### src/hdl/tcce_pkg.sv
// ----------------------------------------------------------------------------
// tcce_pkg
// Shared constants, codes and types of the text console cursor engine.
// ----------------------------------------------------------------------------
package tcce_pkg;

	localparam int COLUMNS  = 80;
	localparam int ROWS     = 25;
	localparam int TAB_STOP = 4;

	localparam int ROW_W  = 5;
	localparam int COL_W  = 7;
	localparam int CHR_W  = 8;
	localparam int ATTR_W = 8;
	localparam int CELL_W = 16;
	localparam int IDX_W  = 8;

	localparam int QDEPTH = 4;
	localparam int QPTR_W = $clog2(QDEPTH);
	localparam int QCNT_W = $clog2(QDEPTH + 1);

	localparam logic [CHR_W-1:0] CH_NUL   = 8'h00;
	localparam logic [CHR_W-1:0] CH_BS    = 8'h08;
	localparam logic [CHR_W-1:0] CH_TAB   = 8'h09;
	localparam logic [CHR_W-1:0] CH_LF    = 8'h0A;
	localparam logic [CHR_W-1:0] CH_CR    = 8'h0D;
	localparam logic [CHR_W-1:0] CH_SPACE = 8'h20;

	localparam logic [ATTR_W-1:0] TEXT_ATTR_RST  = 8'h07;
	localparam logic [ATTR_W-1:0] BLANK_ATTR_RST = 8'h0F;

	typedef enum logic {
		OP_PUT   = 1'b0,
		OP_CLEAR = 1'b1
	} op_t;

	typedef enum logic [1:0] {
		KIND_CURSOR = 2'd0,
		KIND_CELL   = 2'd1,
		KIND_SCROLL = 2'd2,
		KIND_CLEAR  = 2'd3
	} kind_t;

	typedef enum logic [IDX_W-1:0] {
		REG_TEXT_ATTR  = 8'd0,
		REG_BLANK_ATTR = 8'd1
	} reg_idx_t;

	typedef struct packed {
		kind_t             kind;
		logic [ROW_W-1:0]  write_row;
		logic [COL_W-1:0]  write_col;
		logic [CELL_W-1:0] cell_value;
		logic [ROW_W-1:0]  cursor_row;
		logic [COL_W-1:0]  cursor_col;
		logic              last_of_run;
	} res_t;

	typedef struct packed {
		logic [1:0]      num;
		res_t [1:0]      item;
		logic [ROW_W-1:0] next_row;
		logic [COL_W-1:0] next_col;
	} push_t;

endpackage

### src/hdl/tcce_if.sv
// ----------------------------------------------------------------------------
// tcce_if
// Valid/ready channels of the cursor engine: command, result, configuration.
// ----------------------------------------------------------------------------
interface tcce_cmd_if import tcce_pkg::*; ();
	logic             valid;
	logic             ready;
	logic             operation;
	logic [CHR_W-1:0] character;

	modport source (output valid, operation, character, input ready);
	modport sink   (input valid, operation, character, output ready);
endinterface

interface tcce_res_if import tcce_pkg::*; ();
	logic              valid;
	logic              ready;
	logic [1:0]        kind;
	logic [ROW_W-1:0]  write_row;
	logic [COL_W-1:0]  write_col;
	logic [CELL_W-1:0] cell_value;
	logic [ROW_W-1:0]  cursor_row;
	logic [COL_W-1:0]  cursor_col;
	logic              last_of_run;

	modport source (output valid, kind, write_row, write_col, cell_value,
		cursor_row, cursor_col, last_of_run, input ready);
	modport sink   (input valid, kind, write_row, write_col, cell_value,
		cursor_row, cursor_col, last_of_run, output ready);
endinterface

interface tcce_cfg_if import tcce_pkg::*; ();
	logic              valid;
	logic              ready;
	logic [IDX_W-1:0]  index;
	logic [ATTR_W-1:0] data;

	modport source (output valid, index, data, input ready);
	modport sink   (input valid, index, data, output ready);
endinterface

### src/hdl/tcce_step.sv
// ----------------------------------------------------------------------------
// tcce_step
// Cursor update for one command: next cursor and up to two result beats.
// ----------------------------------------------------------------------------
module tcce_step import tcce_pkg::*; (
	input  logic              operation,
	input  logic [CHR_W-1:0]  character,
	input  logic [ROW_W-1:0]  row,
	input  logic [COL_W-1:0]  col,
	input  logic [ATTR_W-1:0] text_attr,
	input  logic [ATTR_W-1:0] blank_attr,
	output push_t             push
);

	logic [COL_W:0]   tab_sum;
	logic [COL_W:0]   tab_col;
	logic             adv;
	logic             wr;
	logic             scr;
	logic [ROW_W-1:0] nrow;
	logic [COL_W-1:0] ncol;
	logic [ROW_W-1:0] wrow;
	logic [COL_W-1:0] wcol;
	logic [CELL_W-1:0] wcell;
	logic [CELL_W-1:0] blank;
	res_t             r_wr;
	res_t             r_scr;
	res_t             r_cur;
	res_t             r_clr;

	assign tab_sum = {1'b0, col} + (COL_W+1)'(TAB_STOP);
	assign tab_col = tab_sum & ~(COL_W+1)'(TAB_STOP - 1);
	assign blank   = {blank_attr, CH_SPACE};

	always_comb begin
		adv   = 1'b0;
		wr    = 1'b0;
		nrow  = row;
		ncol  = col;
		wrow  = row;
		wcol  = col;
		wcell = {text_attr, character};
		case (character)
			CH_LF: begin
				adv = 1'b1;
			end
			CH_CR: begin
				ncol = '0;
			end
			CH_TAB: begin
				ncol = tab_col[COL_W-1:0];
				adv  = (tab_col >= (COL_W+1)'(COLUMNS));
			end
			CH_BS: begin
				wcell = {text_attr, CH_SPACE};
				if (col != '0) begin
					wr   = 1'b1;
					ncol = col - COL_W'(1);
					wcol = col - COL_W'(1);
				end else if (row != '0) begin
					wr   = 1'b1;
					nrow = row - ROW_W'(1);
					ncol = COL_W'(COLUMNS - 1);
					wrow = row - ROW_W'(1);
					wcol = COL_W'(COLUMNS - 1);
				end
			end
			default: begin
				wr   = 1'b1;
				ncol = col + COL_W'(1);
				adv  = (col == COL_W'(COLUMNS - 1));
			end
		endcase
		scr = 1'b0;
		if (adv) begin
			ncol = '0;
			if (row == ROW_W'(ROWS - 1)) begin
				scr = 1'b1;
			end else begin
				nrow = row + ROW_W'(1);
			end
		end
	end

	always_comb begin
		r_wr  = '{KIND_CELL, wrow, wcol, wcell, nrow, ncol, ~scr};
		r_scr = '{KIND_SCROLL, '0, '0, blank, nrow, ncol, 1'b1};
		r_cur = '{KIND_CURSOR, '0, '0, '0, nrow, ncol, 1'b1};
		r_clr = '{KIND_CLEAR, '0, '0, blank, '0, '0, 1'b1};

		push.item[1] = r_scr;
		if (operation == OP_CLEAR) begin
			push.num      = 2'd1;
			push.item[0]  = r_clr;
			push.next_row = '0;
			push.next_col = '0;
		end else if (character == CH_NUL) begin
			push.num      = 2'd0;
			push.item[0]  = r_cur;
			push.next_row = row;
			push.next_col = col;
		end else begin
			push.num      = (wr && scr) ? 2'd2 : 2'd1;
			push.item[0]  = wr ? r_wr : (scr ? r_scr : r_cur);
			push.next_row = nrow;
			push.next_col = ncol;
		end
	end

endmodule

### src/hdl/tcce_rq.sv
// ----------------------------------------------------------------------------
// tcce_rq
// Result queue: takes up to two beats a cycle, hands out one a cycle on out_ready.
// ----------------------------------------------------------------------------
module tcce_rq import tcce_pkg::*; (
	input  logic clk,
	input  logic arst_n,
	input  push_t push,
	input  logic  push_en,
	output logic  room,
	output logic  out_valid,
	input  logic  out_ready,
	output res_t  out_item
);

	res_t              ent_q [QDEPTH];
	logic [QPTR_W-1:0] wp_q;
	logic [QPTR_W-1:0] rp_q;
	logic [QCNT_W-1:0] cnt_q;
	logic [1:0]        n_in;
	logic              pop;

	assign n_in      = push_en ? push.num : 2'd0;
	assign out_valid = (cnt_q != '0);
	assign pop       = out_valid && out_ready;
	assign out_item  = ent_q[rp_q];
	assign room      = (cnt_q <= QCNT_W'(QDEPTH - 2));

	always_ff @(posedge clk or negedge arst_n) begin
		if (!arst_n) begin
			wp_q  <= '0;
			rp_q  <= '0;
			cnt_q <= '0;
		end else begin
			wp_q  <= wp_q + QPTR_W'(n_in);
			rp_q  <= rp_q + QPTR_W'(pop);
			cnt_q <= cnt_q + QCNT_W'(n_in) - QCNT_W'(pop);
		end
	end

	always_ff @(posedge clk) begin
		if (n_in != 2'd0) begin
			ent_q[wp_q] <= push.item[0];
		end
		if (n_in == 2'd2) begin
			ent_q[wp_q + QPTR_W'(1)] <= push.item[1];
		end
	end

endmodule

### src/hdl/text_console_cursor_engine_core.sv
// ----------------------------------------------------------------------------
// text_console_cursor_engine_core
// Text console cursor engine: cursor tracking, cell writes, scroll and clear.
//
//   channel  dir  beat
//   cmd      in   operation, character
//   res      out  kind, write/cursor position, cell_value, last_of_run
//   cfg      in   index, data (attribute registers)
//
// One command is taken per cycle while cmd.ready is high; cursor regs update on that edge.
// A command yields zero, one or two result beats into a four-entry queue; the
// output side drains one beat per cycle while res.ready is high; a scrolling
// write yields two beats. cmd.ready drops when fewer than two entries are free.
// Reset homes the cursor and loads the default attributes; cfg is always ready.
// ----------------------------------------------------------------------------
module text_console_cursor_engine_core import tcce_pkg::*; (
	input  logic      clk,
	input  logic      arst_n,
	tcce_cmd_if.sink   cmd,
	tcce_res_if.source res,
	tcce_cfg_if.sink   cfg
);

	logic [ROW_W-1:0]  row_q;
	logic [COL_W-1:0]  col_q;
	logic [ATTR_W-1:0] text_attr_q;
	logic [ATTR_W-1:0] blank_attr_q;
	push_t             push;
	logic              room;
	logic              acc;
	res_t              head;

	assign cmd.ready = room;
	assign acc       = cmd.valid && room;
	assign cfg.ready = 1'b1;

	tcce_step u_step (
		.operation (cmd.operation),
		.character (cmd.character),
		.row       (row_q),
		.col       (col_q),
		.text_attr (text_attr_q),
		.blank_attr(blank_attr_q),
		.push      (push)
	);

	tcce_rq u_rq (
		.clk      (clk),
		.arst_n   (arst_n),
		.push     (push),
		.push_en  (acc),
		.room     (room),
		.out_valid(res.valid),
		.out_ready(res.ready),
		.out_item (head)
	);

	assign res.kind        = head.kind;
	assign res.write_row   = head.write_row;
	assign res.write_col   = head.write_col;
	assign res.cell_value  = head.cell_value;
	assign res.cursor_row  = head.cursor_row;
	assign res.cursor_col  = head.cursor_col;
	assign res.last_of_run = head.last_of_run;

	always_ff @(posedge clk or negedge arst_n) begin
		if (!arst_n) begin
			row_q <= '0;
			col_q <= '0;
		end else if (acc) begin
			row_q <= push.next_row;
			col_q <= push.next_col;
		end
	end

	always_ff @(posedge clk or negedge arst_n) begin
		if (!arst_n) begin
			text_attr_q  <= TEXT_ATTR_RST;
			blank_attr_q <= BLANK_ATTR_RST;
		end else if (cfg.valid) begin
			unique case (cfg.index)
				REG_TEXT_ATTR:  text_attr_q  <= cfg.data;
				REG_BLANK_ATTR: blank_attr_q <= cfg.data;
				default: ;
			endcase
		end
	end

endmodule

### src/flat_wrapper.sv
// flat-port wrapper written by rule: the top's interface ports become plain ports
module text_console_cursor_engine_core_flat import tcce_pkg::*;
  (clk, arst_n, cmd_valid, cmd_operation, cmd_character, cmd_ready, res_valid, res_kind, res_write_row, res_write_col, res_cell_value, res_cursor_row, res_cursor_col, res_last_of_run, res_ready, cfg_valid, cfg_index, cfg_data, cfg_ready);
  tcce_cmd_if cmd_i ();
  tcce_res_if res_i ();
  tcce_cfg_if cfg_i ();
  input  logic clk;
  input  logic arst_n;
  input wire logic [$bits(cmd_i.valid)-1:0] cmd_valid;
  input wire logic [$bits(cmd_i.operation)-1:0] cmd_operation;
  input wire logic [$bits(cmd_i.character)-1:0] cmd_character;
  output wire logic [$bits(cmd_i.ready)-1:0] cmd_ready;
  output wire logic [$bits(res_i.valid)-1:0] res_valid;
  output wire logic [$bits(res_i.kind)-1:0] res_kind;
  output wire logic [$bits(res_i.write_row)-1:0] res_write_row;
  output wire logic [$bits(res_i.write_col)-1:0] res_write_col;
  output wire logic [$bits(res_i.cell_value)-1:0] res_cell_value;
  output wire logic [$bits(res_i.cursor_row)-1:0] res_cursor_row;
  output wire logic [$bits(res_i.cursor_col)-1:0] res_cursor_col;
  output wire logic [$bits(res_i.last_of_run)-1:0] res_last_of_run;
  input wire logic [$bits(res_i.ready)-1:0] res_ready;
  input wire logic [$bits(cfg_i.valid)-1:0] cfg_valid;
  input wire logic [$bits(cfg_i.index)-1:0] cfg_index;
  input wire logic [$bits(cfg_i.data)-1:0] cfg_data;
  output wire logic [$bits(cfg_i.ready)-1:0] cfg_ready;
  assign cmd_i.valid = cmd_valid;
  assign cmd_i.operation = cmd_operation;
  assign cmd_i.character = cmd_character;
  assign cmd_ready = cmd_i.ready;
  assign res_valid = res_i.valid;
  assign res_kind = res_i.kind;
  assign res_write_row = res_i.write_row;
  assign res_write_col = res_i.write_col;
  assign res_cell_value = res_i.cell_value;
  assign res_cursor_row = res_i.cursor_row;
  assign res_cursor_col = res_i.cursor_col;
  assign res_last_of_run = res_i.last_of_run;
  assign res_i.ready = res_ready;
  assign cfg_i.valid = cfg_valid;
  assign cfg_i.index = cfg_index;
  assign cfg_i.data = cfg_data;
  assign cfg_ready = cfg_i.ready;
  text_console_cursor_engine_core u_core (.clk(clk), .arst_n(arst_n), .cmd(cmd_i), .res(res_i), .cfg(cfg_i));
endmodule
### config.mk
export PLATFORM = sky130hd
export DESIGN_NAME = text_console_cursor_engine_core_flat
export DESIGN_NICKNAME = d
export VERILOG_FILES = /design/src/hdl/tcce_pkg.sv /design/src/hdl/tcce_if.sv /design/src/hdl/tcce_step.sv /design/src/hdl/tcce_rq.sv /design/src/hdl/text_console_cursor_engine_core.sv /design/src/flat_wrapper.sv
export SDC_FILE = /design/constraint.sdc
export NUM_CORES = 1
export LEC_CHECK = 0
export BUFFER_PORTS_ARGS = -buffer_cell sky130_fd_sc_hd__buf_2
export CAP_MARGIN = 20
export CORE_UTILIZATION = 60
export DETAILED_ROUTE_END_ITERATION = 7
export GPL_TIMING_DRIVEN = 0
export PLACE_DENSITY = 0.91
export SYNTH_ARGS = -nofsm -noshare
export SYNTH_HDL_FRONTEND = slang
export SYNTH_SLANG_ARGS = --single-unit
### constraint.sdc
create_clock -name clk -period 3.8 [get_ports clk]
set_input_delay 0.19 -clock clk [delete_from_list [all_inputs] [get_ports clk]]
set_output_delay 0.19 -clock clk [all_outputs]
set_load 0.01 [all_outputs]
# ---- After elaboration in Yosys (flattened, before gate mapping)
# Memory sizes are Yosys's and may differ from the RTL's.
# Index checks and enable logic that the tools add are counted.
dict set report word_totals {
  regBits 35
  latchBits 0
  ramBits 172
  rom_bits 0
  in_bits 30
  out_inout_bits 46
  word_cells 73
  memories 1
}
# memory words width rd rd_clocked_by_memory_dff write_ports line_no
set memory_table {}
lappend memory_table {u_core.u_rq.ent_q 4 43 1 0 2 tcce_rq.sv:16} ;# res_t ent_q [QDEPTH];
dict set report op_classes {
  n_addsub 10
  multipliers 0
  div_mod_pow 0
  order_cmp 2
  n_eq_ne 9
  shift 0
  n_mux 29
  bitwise_logic 1
  reduce_logical 14
}
# operator n
set ops {}
lappend ops {{$mux 55} 2}
lappend ops {{$mux 43} 2}
lappend ops {{$eq 8x4->1 const B} 4}
lappend ops {{$mux 7} 4}
lappend ops {{$pmux 7 s4} 1}
lappend ops {{$mux 5} 5}
lappend ops {{$logic_not 8->1} 2}
lappend ops {{$add 7x3->8 const B} 1}
lappend ops {{$eq 8x1->1 const B} 1}
lappend ops {{$ge 8x7->1 const B} 1}
lappend ops {{$mux 1} 8}
lappend ops {{$mux 2} 4}
lappend ops {{$mux 8} 1}
lappend ops {{$add 7x1->7 const B} 1}
lappend ops {{$eq 7x7->1 const B} 1}
lappend ops {{$reduce_bool 7->1} 1}
lappend ops {{$sub 7x1->7 const B} 1}
lappend ops {{$reduce_and 2->1} 3}
lappend ops {{$add 5x1->5 const B} 1}
lappend ops {{$eq 5x5->1 const B} 1}
lappend ops {{$reduce_bool 5->1} 1}
lappend ops {{$sub 5x1->5 const B} 1}
lappend ops {{$add 3x2->3} 1}
lappend ops {{$le 3x2->1 const B} 1}
lappend ops {{14 further kinds} 16}

# ---- Logic depth before layout (Yosys ltp)
# Gate-level depths: netlist (run 1).
dict set report depth {
  ltp_word 12
  mapped_depth 14
  mapped_depth_nobuf 13
}

# ---- Cells and area by module
# Synthesis (run 1) repeated with hierarchy kept, for this count alone.
dict set report unflattened {
  cells_unflattened 869
  hier_area_um2 12164.2
}
# module instances cells_per_inst area_per_inst_um2 seq_area_each_um2
set modules_own_cells {}
lappend modules_own_cells {tcce_rq 1 462 8888.5 5340.1}
lappend modules_own_cells {tcce_step 1 340 2149.6 0.0}
lappend modules_own_cells {text_console_cursor_engine_core 1 67 1126.1 709.4}

# ---- Worst setup path before layout (run 1)
# OpenSTA, ideal clock, no wires.
dict set report synth_timing {
  path_kind {input to register}
  from {in cmd_character[7]}
  to {reg u_core.u_rq.cnt_q[2]}
  setup_ps 80
  arrival_time_ps 3011
  required_time_ps 3720
  slack_ps 709
  path_stages 14
  n_path_buf 2
  path_cell_list {or4_1 > buf_2 > nor4b_4 > a311o_1 > buf_6 > nor3_4 > a21oi_1 > inv_1 > ha_1 > inv_1 > ha_1 > fa_1 > xnor2_1 > xnor2_1}
}
dict set report synth_via {
  elab_chain_len 11
  word_cells_on_any_way 17
  classes_between {2 x add/sub; 4 x eq/ne; 7 x mux; 4 x reduce/logical}
}
# element line_no
set synth_lines {}
lappend synth_lines {{start: declaration} flat_wrapper.sv:11} ;# input wire logic [$bits(cmd_i.character)-1:0] cmd_character;
lappend synth_lines {{$eq 8x4->1} tcce_step.sv:43} ;# case (character)
lappend synth_lines {{$reduce_or 2->1 (no source line)} --}
lappend synth_lines {{$pmux 1 s3} tcce_step.sv:43}
lappend synth_lines {{$mux 1} tcce_step.sv:75} ;# if (adv) begin
lappend synth_lines {{$logic_and 1x1->1} tcce_step.sv:103} ;# push.num = (wr && scr) ? 2'd2 : 2'd1;
lappend synth_lines {{$mux 2} tcce_step.sv:103}
lappend synth_lines {{$mux 2 *} tcce_step.sv:97} ;# end else if (character == CH_NUL) begin
lappend synth_lines {{$mux 2 *} tcce_step.sv:92} ;# if (operation == OP_CLEAR) begin
lappend synth_lines {{$mux 2 *} tcce_rq.sv:23} ;# assign n_in = push_en ? push.num : 2'd0;
lappend synth_lines {{$add 3x2->3 *} tcce_rq.sv:37} ;# cnt_q <= cnt_q + QCNT_W'(n_in) - QCNT_W'(pop);
lappend synth_lines {{$sub 3x1->3 *} tcce_rq.sv:37}
lappend synth_lines {{end signal: assignment} tcce_rq.sv:37}
lappend synth_lines {{end: declaration} tcce_rq.sv:19} ;# logic [QCNT_W-1:0] cnt_q;
# Mark *: on every way between the ends. The rest lies on a longest branch, timed or not.
# A chain may end at the register's enable or synchronous reset.

==> flow_metrics.py, run 1 <==
metrics = {
    "status": {
        "outcome": "complete, no violations",
    },
    "sta": {
        "hold_viol_final": 0,
        "tightest_slew_ps": 1080,
        "post-route-period-util": 0.948,
        "fmax_mhz": 278,
        "fin_worst_skew_ps": 15.9,
        "fin_crit_ps": 3600,
        "rsz0062_at_grt": "no",
        "tns_ps": 0,
        "relSlewSlack": 0.276,
        "slew_viol_final": 0,
        "setup_violations": 0,
    },
    "worst_setup_path": {
        "crit_family": "simple AND/OR/NAND/NOR gates",
        "crit_buf_inv": 2,
        "cp.arrival_ps": 3980,
        "worstPathMaxFanout": 8,
        "worst-setup-path-type": "flip-flop to flip-flop",
        "cp-end-kind": "flip-flop",
        "cp.required_ps": 4170,
        "start_kind": "flip-flop",
        "slowest_delay_ps": 630,
        "path_cells": "buf_2, inv_1, ha_1, nor4bb_1, nand3_1, a21oi_2, nand4_2, o211ai_2, a22o_1",
        "critical_path.slowest_cell": "nor4bb_1",
    },
    "flow_run": {
        "cap_violations": 0,
    },
    "floorplanning": {
        "num_rows": 47,
        "fp.dieH_um": 132,
        "die_area_mm2": 0.0174,
        "io_pins": 76,
        "core_area_mm2": 0.0165,
        "die_w_um": 132,
        "start_util": 0.614,
    },
    "synth": {
        "yosysMostFrequentCell": "nand2_1",
        "postSynthAreaPerCell_um2": 11.3,
        "yosys.area.top_type": "edfxtp_1",
        "ys_ff_latch": 207,
        "ys_top_cells_by_area": "edfxtp_1, dfxtp_1, mux4_2",
        "synth.distinct_cells": 84,
        "postSynthNetCount": 944,
        "synth_top_area_share": 0.237,
        "synth_area_mm2": 0.0101,
        "ys.flop_type": "dfxtp_1",
        "yosysSeqAreaShare": 0.506,
        "synthCells": 901,
        "synth_common_cells": "nand2_1, dfxtp_1, edfxtp_1",
        "yosysWarningCount": 0,
        "async_flop_share": 0.169,
        "synth-edff-count": 80,
    },
    "clock_network": {
        "h-tree-depth": 1,
        "clkTransAtPathRegs_ps": 70,
        "clk_path_buf_depth": 3,
        "insertion_delay_ps": 510,
        "numCtsBuffers": 21,
        "cts_tree": "done",
        "cts-root-buf": "clkbuf_16",
        "cts_sinks": 207,
    },
    "hold_path": {
        "min_path_type": "input port to flip-flop",
    },
    "drt": {
        "met3_length_mm": 3.64,
        "ant_nets": 0,
        "via_count": 8632,
        "firstDrtPassIters": 6,
        "top_layer": "met4",
        "route.met2.wl_mm": 14.3,
        "drc_errors": 0,
        "wire_per_inst_um": 24.6,
        "avgViaCountPerCell": 6.96,
        "wl_met1_mm": 11.0,
        "drt_wl_total_mm": 30.5,
        "drt_iter0_drc": 1399,
    },
    "power_and_ir_drop": {
        "pwr-share-seq": 0.387,
        "p_int_mw": 5.24,
        "clkPwrFrac": 0.257,
        "finalPower_mw": 8.10,
        "p_sw_mw": 2.86,
        "p_leak_nw": 4.28,
        "swShare": 0.354,
        "p_per_area_mw_per_mm2": 700,
        "power_frac_comb": 0.356,
        "ir_drop_v": 0.000463,
    },
    "cells_and_area": {
        "num_antenna_cells": 0,
        "area_growth_pct": 14.1,
        "fill_cells": 1125,
        "drive_gt1_frac": 0.226,
        "fin_nets": 1049,
    },
    "place": {
        "gp_congestion": 0.964,
        "port_buffers": 72,
        "dp_hpwl_mm": 19.6,
    },
    "global_route": {
        "antenna_found_initial": 0,
        "grt_pass1_wl_mm": 47.3,
        "grt_usage": 0.354,
        "grt_pass1_vias": 8412,
        "grt_max_degree": 36,
        "grt.overflow.total": 0,
    },
}
==> layer usage <==
metal,track usage,vias to the layer above
met5,0,-
met4,0.175,0
met3,0.0488,128
li1,-,3637
met1,0.477,4113
met2,0.568,754
==> cells in the final DEF, fill, tap and decap left out, types with 8 or more instances in the layout <==
cell	netlist	final
nand2_1	93	92
dfxtp_1	92	92
buf_2	18	90
edfxtp_1	80	80
nor2_1	79	79
a22o_1	62	62
a21oi_1	61	60
mux4_2	43	43
clkbuf_1	31	37
nand3_1	32	32
dfrtp_1	28	28
nor3_1	26	26
clkbuf_16	0	21
o21ai_0	20	20
inv_1	17	17
mux2_2	17	17
o22ai_1	15	15
ha_1	12	12
nand4_1	10	10
dlygate4sd3_1	0	9
xnor2_1	8	8
==> what timing repair did <==
item / in CTS / in global routing
hold buffers: 9 / 0
endpoints found under the hold margin: 44 / 0
resized for setup: 1 / 5
setup endpoints to repair: 21 / 51
pin swaps: 0 / 1
buffers inserted: 0 / 1
==> layout make-up <==
cell class / count / area, um^2 / share of cell area
multi-input combinational: 611 / 4670 / 0.403
sequential: 207 / 5130 / 0.443
tap: 220 / 275 / 0.0238
inverter: 20 / 75.1 / 0.00649
clock inverter: 10 / 114 / 0.00984
clock buffer: 28 / 562 / 0.0485
timing repair buffer: 82 / 458 / 0.0396
buffer: 63 / 294 / 0.0254
==> metrics by stage <==
stage	setup slack [ps]	std cells	area (um^2)	hold slack [ps]	util
after floorplan	709	901	10100	-106	-
after global placement	8.56	1193	10800	313	0.652
after detailed placement	25.3	1193	10800	348	0.652
after CTS	23.3	1240	11600	3.04	0.699
after global routing	74.0	1241	11600	12.1	0.700
final	197	1241	11600	7.75	0.700
==> flip-flops by register name, summed over array words and instances, names as in the netlist <==
register,flops
u_core.u_rq.rp_q,2
u_core.text_attr_q,8
u_core.u_rq.wp_q,2
u_core.blank_attr_q,8
u_core.u_rq.ent_q,172
u_core.u_rq.cnt_q,3
u_core.col_q,7
u_core.row_q,5
==> power groups by stage <==
stage / Clock (mW) / Combinational [mW] / Sequential (mW)
after detailed placement: 0 / 2.78 / 3.13
after floorplan: 0 / 1.95 / 3.04
final: 2.08 / 2.89 / 3.13
after global routing: 2.15 / 3.06 / 3.17
after CTS: 2.07 / 2.83 / 3.11
after global placement: 0 / 2.71 / 3.10
==> final timing paths <==
kind / slack (ps) / cells after the start / to / startpoint
hold reg to reg: 460 / 2 / u_core.u_rq.ent_q[1][15] / u_core.u_rq.ent_q[1][15]
max in group asynchronous: 2890 / 2 / u_core.text_attr_q[3] / arst_n
setup reg to reg: 200 / 9 / u_core.u_rq.ent_q[1][22] / u_core.col_q[3]
setup / recovery: 200 / 9 / u_core.u_rq.ent_q[1][22] / u_core.col_q[3]
hold / removal: 8 / 3 / u_core.u_rq.ent_q[1][20] / cmd_character[7]
min in group asynchronous: 340 / 2 / u_core.col_q[5] / arst_n
==> cells by family (layout without fill, tap and decap cells) <==
family,after synthesis,in the layout,synth area share
AND/OR/NAND/NOR,292,292,0.142
AO/OA/AOI/OAI,228,228,0.170
flip-flops,207,207,0.506
buffers and inverters,83,203,0.0363
multiplexers,64,64,0.118
adder cells (fa/ha/maj),13,13,0.0168
XOR/XNOR,13,13,0.0112
other,1,1,0.000370
==> tightest hold or removal path: stages <==
cell and delay, ps:
buf_2 150, nand3_1 80, a21oi_1 50
Power figures use the tool's default switching activity.
==> run 2: changes to the inputs <==
CORE_UTILIZATION = 62   (was 60)
GPL_TIMING_DRIVEN = default   (was 0)
PLACE_DENSITY = 0.92   (was 0.91)
SYNTH_HIERARCHICAL = 1   (was default)
==> run 2 against run 1 <==
Combinational power down 9.0%. Maximum frequency up 0.22%. First-iteration DRC count down 47%. Total power down 2.5%. Setup slack better by 8.0 ps. Core utilization up 2.1 points. Non-clock buffer count down 16. Final cell count down 1.0%. Wire length down 7.0%. Critical path type unchanged. Largest power group unchanged.
==> flow_metrics.py, run 2 <==
metrics = {
    "synth": {
        "synth_top_area_share": 0.425,
        "ys_ff_latch": 207,
        "ys_top_cells_by_area": "edfxtp_1, mux2_2, mux4_2",
        "ys.flop_type": "edfxtp_1",
        "postSynthAreaPerCell_um2": 14.0,
        "synthCells": 869,
        "synth-edff-count": 172,
        "synth_common_cells": "edfxtp_1, mux2_2, mux2_4",
        "yosysWarningCount": 6,
        "yosysMostFrequentCell": "edfxtp_1",
        "yosys.area.top_type": "edfxtp_1",
        "yosysSeqAreaShare": 0.497,
        "synth_area_mm2": 0.0122,
        "synth.distinct_cells": 82,
        "async_flop_share": 0.169,
    },
    "cells_and_area": {
        "final_common_cell": "edfxtp_1",
        "reg_top3": "u_core/u_rq/ent_q x172, u_core/blank_attr_q x8, u_core/text_attr_q x8",
        "largest_register_ffs": 172,
        "area_growth_pct": 12.4,
        "layout_common_cells": "edfxtp_1, mux2_2, buf_2",
        "drive_gt1_frac": 0.448,
        "fill_cells": 1171,
        "fin_nets": 994,
        "fin_cells": 1228,
        "regMostFlops": "u_core/u_rq/ent_q",
        "final_area_mm2": 0.0137,
    },
    "place": {
        "dp_hpwl_mm": 18.4,
        "port_buffers": 74,
        "place_area_mm2": 0.0128,
        "gp_congestion": 1.06,
        "dpl.cell_count": 1178,
    },
    "power_and_ir_drop": {
        "p_per_area_mw_per_mm2": 577,
        "ir_drop_v": 0.000412,
        "p_leak_nw": 5.33,
    },
    "global_route": {
        "antenna_found_initial": 1,
        "grt_max_degree": 36,
        "grt_usage": 0.292,
        "grt_pass1_vias": 8165,
        "grt.overflow.total": 0,
        "grt_pass1_wl_mm": 45.0,
    },
    "drt": {
        "avgViaCountPerCell": 6.38,
        "drt_iter0_drc": 744,
        "firstDrtPassIters": 5,
        "drt_wl_total_mm": 28.3,
        "wire_per_inst_um": 23.1,
        "ant_nets": 0,
        "via_count": 7836,
        "drc_errors": 0,
    },
    "floorplanning": {
        "io_pins": 76,
        "start_util": 0.642,
        "die_area_mm2": 0.0202,
        "core_area_mm2": 0.0190,
        "num_rows": 50,
        "fp.dieH_um": 142,
        "die_w_um": 142,
    },
    "sta": {
        "setup_violations": 0,
        "tns_ps": 0,
        "hold_viol_final": 0,
        "relSlewSlack": 0.366,
        "rsz0062_at_grt": "no",
        "post-route-period-util": 0.946,
        "tightest_slew_ps": 951,
        "fmax_mhz": 278,
        "fin_crit_ps": 3590,
        "fin_worst_skew_ps": 19.4,
        "slew_viol_final": 0,
    },
    "hold_path": {
        "min_path_type": "input port to flip-flop",
    },
    "clock_network": {
        "cts_sinks": 207,
        "cts_resized": 0,
        "clk_path_buf_depth": 3,
        "cts-root-buf": "clkbuf_16",
        "clkTransAtPathRegs_ps": 60,
        "numCtsBuffers": 22,
        "h-tree-depth": 1,
        "cts_tree": "done",
        "insertion_delay_ps": 520,
    },
    "worst_setup_path": {
        "path_cells": "ha_1, nand3_1, xor2_1, nand3b_1, o211a_1, nor3_1, o21bai_1, nand3b_4, or3_2, buf_4, mux2_4",
        "crit_family": "simple AND/OR/NAND/NOR gates",
        "worst-setup-path-type": "flip-flop to flip-flop",
        "cp.arrival_ps": 3850,
        "start_kind": "flip-flop",
        "slowest_delay_ps": 500,
        "critical_path.slowest_cell": "or3_2",
        "worstPathMaxFanout": 20,
        "crit_buf_inv": 1,
        "cp-end-kind": "flip-flop",
        "cp.required_ps": 4050,
    },
    "status": {
        "outcome": "complete, no violations",
    },
    "flow_run": {
        "cap_violations": 0,
    },
}
-- run 2: cell types whose count changed after synthesis, sizes merged, moves of 15 or more --
cell,before,now
nand2,93,23
nand3,32,17
buf,32,64
a21oi,64,19
mux2,17,204
nor2,81,48
dfxtp,92,0
a22o,62,9
edfxtp,80,172
-- run 2: worst paths after layout --
path                       slack [ps]  cells past startpoint                  endpoint                   from
min in group asynchronous         380                      2    u_core/blank_attr_q[5]                 arst_n
min reg2reg                       520                      1     u_core/text_attr_q[4]  u_core/text_attr_q[4]
max reg2reg                       210                     11  u_core/u_rq/ent_q[1][34]        u_core/col_q[2]
max in group asynchronous        2760                      2       u_core/u_rq/rp_q[0]                 arst_n
max                               210                     11  u_core/u_rq/ent_q[1][34]        u_core/col_q[2]
min                               140                      3       u_core/u_rq/rp_q[0]              res_ready
-- run 2: repair_timing --
| action | in CTS | in global routing |
|---|---|---|
| setup buffers | 0 | 0 |
| hold endpoints to repair | 44 | 0 |
| hold buffers | 9 | 0 |
-- run 2: cell families after synthesis --
group	share of synthesized area
flip-flops	0.497
AO/OA/AOI/OAI	0.0514
AND/OR/NAND/NOR	0.0846
XOR/XNOR	0.0137
buffers and inverters	0.0532
multiplexers	0.285
other	0.000926
adder cells (fa/ha/maj)	0.0140
-- run 2: layer usage --
metal,global-route usage,up-vias,wire (um)
met4,0.110,0,916
met3,0.0360,81,1830
met2,0.490,363,14000
met1,0.391,3926,11600
li1,-,3466,-
met5,0,-,0
-- run 2: area by class of cell --
type                       instances  area [um^2]  share of cell area
clock buffer                      35          659              0.0482
antenna                            1         2.50            0.000183
clock inverter                     5         86.3             0.00631
sequential                       207         6050               0.443
inverter                          17         63.8             0.00467
timing repair buffer             129          913              0.0668
tap                              260          325              0.0238
multi-input combinational        574         5570               0.407
-- run 2: metrics by stage --
step | utilization | hold slack [ps] | total power, mW | setup slack, ps
finish | 0.721 | 144 | 7.90 | 205
CTS | 0.721 | 122 | 7.89 | 259
global route | 0.721 | 164 | 8.21 | 23.6
global placement | 0.676 | 367 | 5.60 | 235
floorplan | - | -106 | 4.77 | 237
detailed placement | 0.677 | 396 | 5.67 | 132
-- run 2: power by group --
| part | internal, mW | total (mW) | leakage (nW) | switching [mW] |
|---|---|---|---|---|
| registers | 2.81 | 3.07 | 2.03 | 0.258 |
| logic | 1.24 | 2.63 | 2.94 | 1.39 |
| clock network | 1.32 | 2.20 | 0.366 | 0.874 |
| total | 5.37 | 7.90 | 5.33 | 2.52 |
-- run 2: worst reg2reg max path: cells and delay by family (launching register included) --
family | cells | cell delay, ps
xor gates and xnor gates | 1 | 170
muxes | 1 | 360
and+or+nand+nor | 5 | 1340
DFF | 1 | 400
adders and majority gates | 1 | 310
AOI/OAI and AO/OA | 2 | 460
buffers and inverters | 1 | 300
